--- src/hdl/cps_pkg.sv ---
// Shared types, constants and the descriptor comparator of the cell priority sorter.
package cps_pkg;

   localparam logic [0:0] CSR_COMPARATOR_MODE = 1'b0;
   localparam logic [0:0] CSR_SKOLEMS_LAST    = 1'b1;

   localparam logic [1:0] MODE_ROW  = 2'd1;
   localparam logic [1:0] MODE_DIAG = 2'd2;

   localparam logic [1:0] MaxArity = 2'd3;

   typedef enum logic [1:0] {
      OP_HOLD,
      OP_LOAD,
      OP_SORT,
      OP_SHIFT
   } op_type;

   // Sort keys of one descriptor, precomputed at load time.
   typedef struct packed {
      logic               eq;
      logic               sk;
      logic [7:0]         maxi;
      logic [7:0]         serial;
      logic [11:0]        id;
      logic signed [12:0] off;      // cell id minus symbol base
      logic               alleq;
      logic [9:0]         sumk;     // argument sum plus one, zero for no arguments
   } entry_type;

   typedef struct packed {
      op_type     op;
      logic       parity;
      logic [1:0] mode;
      logic       skl;
   } ctrl_type;

   // True when a must come after b.
   function automatic logic entry_gt(input entry_type a, input entry_type b,
                                     input logic [1:0] mode, input logic skl);
      logic res;
      if (a.eq != b.eq) begin
         res = a.eq;
      end else if (skl && (a.sk != b.sk)) begin
         res = a.sk;
      end else begin
         case (mode)
            MODE_ROW: begin
               if (a.off != b.off) res = (a.off > b.off);
               else res = (a.id > b.id);
            end
            MODE_DIAG: begin
               if (a.alleq != b.alleq) res = b.alleq;
               else if (a.off != b.off) res = (a.off > b.off);
               else res = (a.serial > b.serial);
            end
            default: begin
               if (a.maxi != b.maxi) res = (a.maxi > b.maxi);
               else if (a.alleq != b.alleq) res = b.alleq;
               else if (a.serial != b.serial) res = (a.serial > b.serial);
               else res = (a.sumk > b.sumk);
            end
         endcase
      end
      return res;
   endfunction

endpackage

--- src/hdl/cps_cell.sv ---
// One cell of the sorting chain: holds a descriptor, compares it with its right neighbor.
module cps_cell (
   input  logic                 clock,
   input  logic                 reset,
   input  cps_pkg::ctrl_type    ctrl,
   input  logic                 pos_odd,
   input  logic                 load_here,
   input  cps_pkg::entry_type   new_entry,
   input  cps_pkg::entry_type   left_entry,
   input  logic                 left_swap,
   input  cps_pkg::entry_type   right_entry,
   input  logic                 right_valid,
   output cps_pkg::entry_type   entry,
   output logic                 valid,
   output logic                 swap
);

   cps_pkg::entry_type entry_ff, entry_in;
   logic               valid_ff, valid_in;
   logic               pair_left;

   assign pair_left = (pos_odd == ctrl.parity);
   assign swap = valid_ff && right_valid && pair_left &&
                 cps_pkg::entry_gt(entry_ff, right_entry, ctrl.mode, ctrl.skl);

   always_comb begin
      entry_in = entry_ff;
      valid_in = valid_ff;
      case (ctrl.op)
         cps_pkg::OP_LOAD: begin
            if (load_here) begin
               entry_in = new_entry;
               valid_in = 1'b1;
            end
         end
         cps_pkg::OP_SORT: begin
            // exchange with the partner of this phase
            if (swap) entry_in = right_entry;
            else if (!pair_left && left_swap) entry_in = left_entry;
         end
         cps_pkg::OP_SHIFT: begin
            entry_in = right_entry;
            valid_in = right_valid;
         end
         default: begin
         end
      endcase
   end

   always_ff @(posedge clock) begin
      if (reset) begin
         valid_ff <= 1'b0;
      end else begin
         valid_ff <= valid_in;
      end
      entry_ff <= entry_in;
   end

   assign entry = entry_ff;
   assign valid = valid_ff;

endmodule

--- config.mk ---
export PLATFORM = sky130hd
export DESIGN_NAME = cps_cell
export DESIGN_NICKNAME = d
export VERILOG_FILES = /design/src/hdl/cps_pkg.sv /design/src/hdl/cps_cell.sv
export SDC_FILE = /design/constraint.sdc
export NUM_CORES = 1
export LEC_CHECK = 0
export BUFFER_PORTS_ARGS = -buffer_cell sky130_fd_sc_hd__buf_2
export CORE_ASPECT_RATIO = 1.5
export CORE_MARGIN = 2
export CORE_UTILIZATION = 40
export DETAILED_ROUTE_END_ITERATION = 6
export PLACE_DENSITY_LB_ADDON = 0.1
export SLEW_MARGIN = 20
export SYNTH_ARGS = -nofsm -noshare
export SYNTH_HDL_FRONTEND = slang
export SYNTH_SLANG_ARGS = --single-unit
--- constraint.sdc ---
create_clock -name clock -period 6.46 [get_ports clock]
set_input_delay 1.292 -clock clock [delete_from_list [all_inputs] [get_ports clock]]
set_output_delay 1.292 -clock clock [all_outputs]
set_load 0.05 [all_outputs]
Word level (Yosys, flattened, before mapping). Cells that the tools add are included.

Logic and storage cells: 53. Input bits: 174. Register bits: 55. Output and inout port bits: 56.

Multiplexer cells: 15. Reductions and logical operators: 10. Magnitude comparators: 5. Eq/ne operators: 14.

Operators by type and width (number): $mux 54 (3); $pmux 54 s3 (1); $gt 8x8->1 (2); $ne 8x8->1 (2); $gt 13x13->1 (1); $ne 13x13->1 (1); $gt 12x12->1 (1); $gt 10x10->1 (1); $mux 1 (9); $eq 2x2->1 const B (3); $logic_and 1x1->1 (5); $eq 2x1->1 const B (2); $pmux 1 s2 (2); $ne 1x1->1 (3); $ne 3x3->1 const B (1); $reduce_and 3->1 (1); $reduce_bool 3->1 (1); $ne 2x2->1 const B (1); $reduce_and 2->1 (1); $reduce_bool 2->1 (1); $eq 1x1->1 (1); $logic_not 1->1 (1).

Longest topological paths before layout.
Depth after elaboration: 10. Mapped depth: 11. Gate-level depth less buffers: 9.

Worst setup path after synthesis. OpenSTA, ideal clock, no wires.

Path type: in2reg. From: in right_entry[41] (netlist name). To: reg entry_ff, in the netlist entry[0], enable pin. Setup slack: 0.939 ns. Setup time: 0.485 ns. Stages: 9. Data arrival time: 5.036 ns. Path through: inv_1 -> ha_1 -> nand4_1 -> or2_1 -> a31oi_1 -> o311ai_1 -> nand4_1 -> a31oi_1 -> o22ai_1.

Longest elaborated chain between the ends: 10. Elaborated cells on any way between the ends: 13.

Ends and longest elaborated chain: start, declared (RTL line cps_cell.sv:11) `input cps_pkg::entry_type right_entry,`; $gt 8x8->1 / $ne 8x8->1 (equally long branches) (RTL line cps_pkg.sv:55, cps_pkg.sv:60); $mux 1 (RTL line cps_pkg.sv:60) `else if (a.serial != b.serial) res = (a.serial > b.serial);`; $mux 1 (RTL line cps_pkg.sv:59) `else if (a.alleq != b.alleq) res = b.alleq;`; $mux 1 (RTL line cps_pkg.sv:58) `if (a.maxi != b.maxi) res = (a.maxi > b.maxi);`; $pmux 1 s2 * (RTL line cps_pkg.sv:47) `case (mode)`; $mux 1 * (RTL line cps_pkg.sv:44) `end else if (skl && (a.sk != b.sk)) begin`; $mux 1 * (RTL line cps_pkg.sv:42) `if (a.eq != b.eq) begin`; $logic_and 1x1->1 * (RTL line cps_cell.sv:23) `assign swap = valid_ff && right_valid && pair_left &&`; $ne 3x3->1 (no line) *; $reduce_and 3->1 (no line) *; end signal, assigned (RTL line cps_cell.sv:56) `entry_ff <= entry_in;`; end, declared (RTL line cps_cell.sv:18) `cps_pkg::entry_type entry_ff, entry_in;`.

Mark *: on every way between the ends. The rest lies on a longest branch, timed or not. A chain may end at the register's enable or synchronous reset.

Worst setup path after layout.
From: in right_entry[33] (netlist name). To: out swap.

Longest elaborated chain between the ends: 6.

Ends and longest elaborated chain: $gt 12x12->1 (RTL line cps_pkg.sv:50) `else res = (a.id > b.id);`; $mux 1 (RTL line cps_pkg.sv:49) `if (a.off != b.off) res = (a.off > b.off);`; $pmux 1 s2 (RTL line cps_pkg.sv:47); $mux 1 (RTL line cps_pkg.sv:44); $mux 1 (RTL line cps_pkg.sv:42); $logic_and 1x1->1 (RTL line cps_cell.sv:23); end, declared (RTL line cps_cell.sv:15) `output logic swap`.

No other way between the ends.

==> results.yml <==
final_layout:
  area_growth_pct: 26.91
  multi_input_area_um2: 2972
  seqCellArea_um2: 1642
  fill_cells: 1264
  final_nets: 1017
  drive_gt1_frac: 0.3123
  n_antenna_cell: 0
route:
  ant_nets: 0
  vias: 5556
  vias_per_cell: 5.867
  drt_pass1_iterations: 5
  route.detailed.drc: 0
  finalWirelength_um: 17530
  drt_iter0_drc: 256
  routedWlPerCell_um: 18.51
power_and_ir_drop:
  p_per_area_nw_per_um2: 194.0
  power_leakage_nw: 2.945
  peakVddDrop_v: 0.0001130
  p_total_mw: 1.236
timing:
  slew_headroom: 0.2838
  fin_crit_ps: 4402
  tns_ps: 0
  setup_viol: 0
  fin_worst_skew_ps: 7.478
  finalCritPeriodShare: 0.6814
  rsz0062_at_grt: "no"
  tightest_slew_ps: 1074
  drv_slew: 0
  hold_viol: 0
  max_freq_ghz: 0.2272
yosys:
  yosysUniqueCellTypes: 39
  yosys_warnings: 0
  synth_top_area_frac: 0.3230
  synth.area.top_cells: "edfxtp_1 32%, ha_1 13%, o221a_1 12%, a31oi_1 7.4%, o21ai_0 5.6%"
  ys_ff_latch: 55
  syn_avg_cell_area_um2: 8.539
  netlist_area_um2: 5021
  synth_most_common_cell: "nor2_1"
  syn-instance-count: 588
  synthTopCellsByCount: "66 x nor2_1, 62 x inv_1, 60 x nand2_1"
  synth_edf_count: 54
  async_flop_share: 0
  synth_nets: 815
  yosysSeqAreaShare: 0.3269
  synth-main-ff-cell: "edfxtp_1"
  synth_top_area_cell: "edfxtp_1"
cts:
  cts_hold_buf: 0
  clk_pin_slew_ps: 80
  cts_buffers: 5
  cts_max_level: 2
  ctsResizeCount: 0
  cts_buffer_depth: 2
  cts_setup_buffers: 0
  cts-root-buf: "clkbuf_16"
  clk_latency_ps: 300
  cts.sinks: 55
  tritoncts: "done"
place:
  io_buffers: 229
  hpwl_um: 12650
  place_congestion: 0.8311
setup_path:
  timing.critical_path.to_type: "output pin"
  path_class: "input pin to output pin"
  crit_fanout: 3
  startpoint_type: "input pin"
  arrival_ps: 3110
  required_ps: 5170
job:
  max_cap_violations: 0
floorplan:
  core_um2: 12390
  fp.dieW_um: 95.48
  dieArea_um2: 13480
  die_h_um: 141.2
  initial_core_util: 0.4054
  io_pins: 230
  rows: 50
grt:
  grt_pass1_wl_um: 26420
  antenna_found_initial: 0
  grt_pass1_vias: 5366
  grtUsageTotal: 0.2503
  globalRouteOverflowTotal: 0
  grt_max_degree: 107
run_status:
  outcome: "finished, final reports clean"
hold_path:
  min_path_type: "flop to flop"
## metrics by stage
stage	worst slack, ps	utilization	area (µm²)	hold WS, ps	instances
floorplan	938.8	-	5021	719.2	588
global route	1858	0.5144	6372	542.5	947
detailed placement	1782	0.5033	6235	511.4	939
CTS	2053	0.5144	6372	522.1	947
finish	2058	0.5144	6372	520.0	947
global placement	1884	0.5033	6235	498.4	939
## state kept, by name, indices dropped and copies added, names as in the netlist
signal,count
valid,1
entry,54
## routing by layer
| layer | vias to the layer above | GRT usage | routed length (µm) | part of all wire |
|---|---|---|---|---|
| met1 | 2691 | 0.2812 | 6693 | 0.38 |
| li1 | 2627 | - | - | - |
| met4 | 0 | 0.09699 | 412 | 0.023 |
| met5 | - | 0 | 0 | 0 |
| met3 | 24 | 0.03902 | 1098 | 0.063 |
| met2 | 214 | 0.4618 | 9328 | 0.53 |
## cells by family (layout without fill, tap and decap cells)
group,after synthesis,after routing,synth area share
adders and majority gates,53,53,0.1321
xor gates and xnor gates,1,1,0.001745
and+or+nand+nor,162,162,0.1383
AOI/OAI and AO/OA,215,215,0.3155
buffers and inverters,102,305,0.08547
DFF,55,55,0.3269
## layout make-up
cell class,count,area share
Sequential cell,55,0.2576
Timing Repair Buffer,235,0.1873
Multi-Input combinational cell,431,0.4663
Tap cell,156,0.03063
Inverter,62,0.03652
Clock buffer,7,0.02081
Clock inverter,1,0.0007854
## critical path, cell delays in order
cell and delay (ps):
buf_2 120, inv_1 50, ha_1 300, a21oi_1 170, o21ai_1 90, a2111oi_2 360, a21o_1 190, a31oi_1 110
and3_1 210, buf_2 210
## power by group
| group | switching, mW | internal [mW] | leakage (nW) |
|---|---|---|---|
| clock network | 0.134 | 0.144 | 0.0679 |
| logic | 0.322 | 0.171 | 2.35 |
| registers | 0.0231 | 0.443 | 0.532 |
## final timing paths
path | end | cells after the start | slack (ps) | startpoint
max | swap | 10 | 2060 | right_entry[33]
min reg2reg | valid | 2 | 520 | valid
max reg2reg | entry[51] | 9 | 2870 | entry[41]
min | valid | 2 | 520 | valid
## layout by cell type, fill, tap and decap left out, drive strengths merged, types with 2 or more instances in the layout
master  Yosys  final
nand4      14     14
clkbuf     33      7
a21oi      15     15
nor3        4      4
ha         53     53
o311ai      2      2
buf         7    235
and3        2      2
inv        62     62
a211oi      3      3
nor2b       3      3
a21o        8      8
a31oi      59     59
o211ai      9      9
o21ai      57     57
nor2       66     66
o221a      54     54
and2        4      4
edfxtp     54     54
nand2      60     60
nand3       4      4
nand2b      3      3
Power figures use the tool's default switching activity.
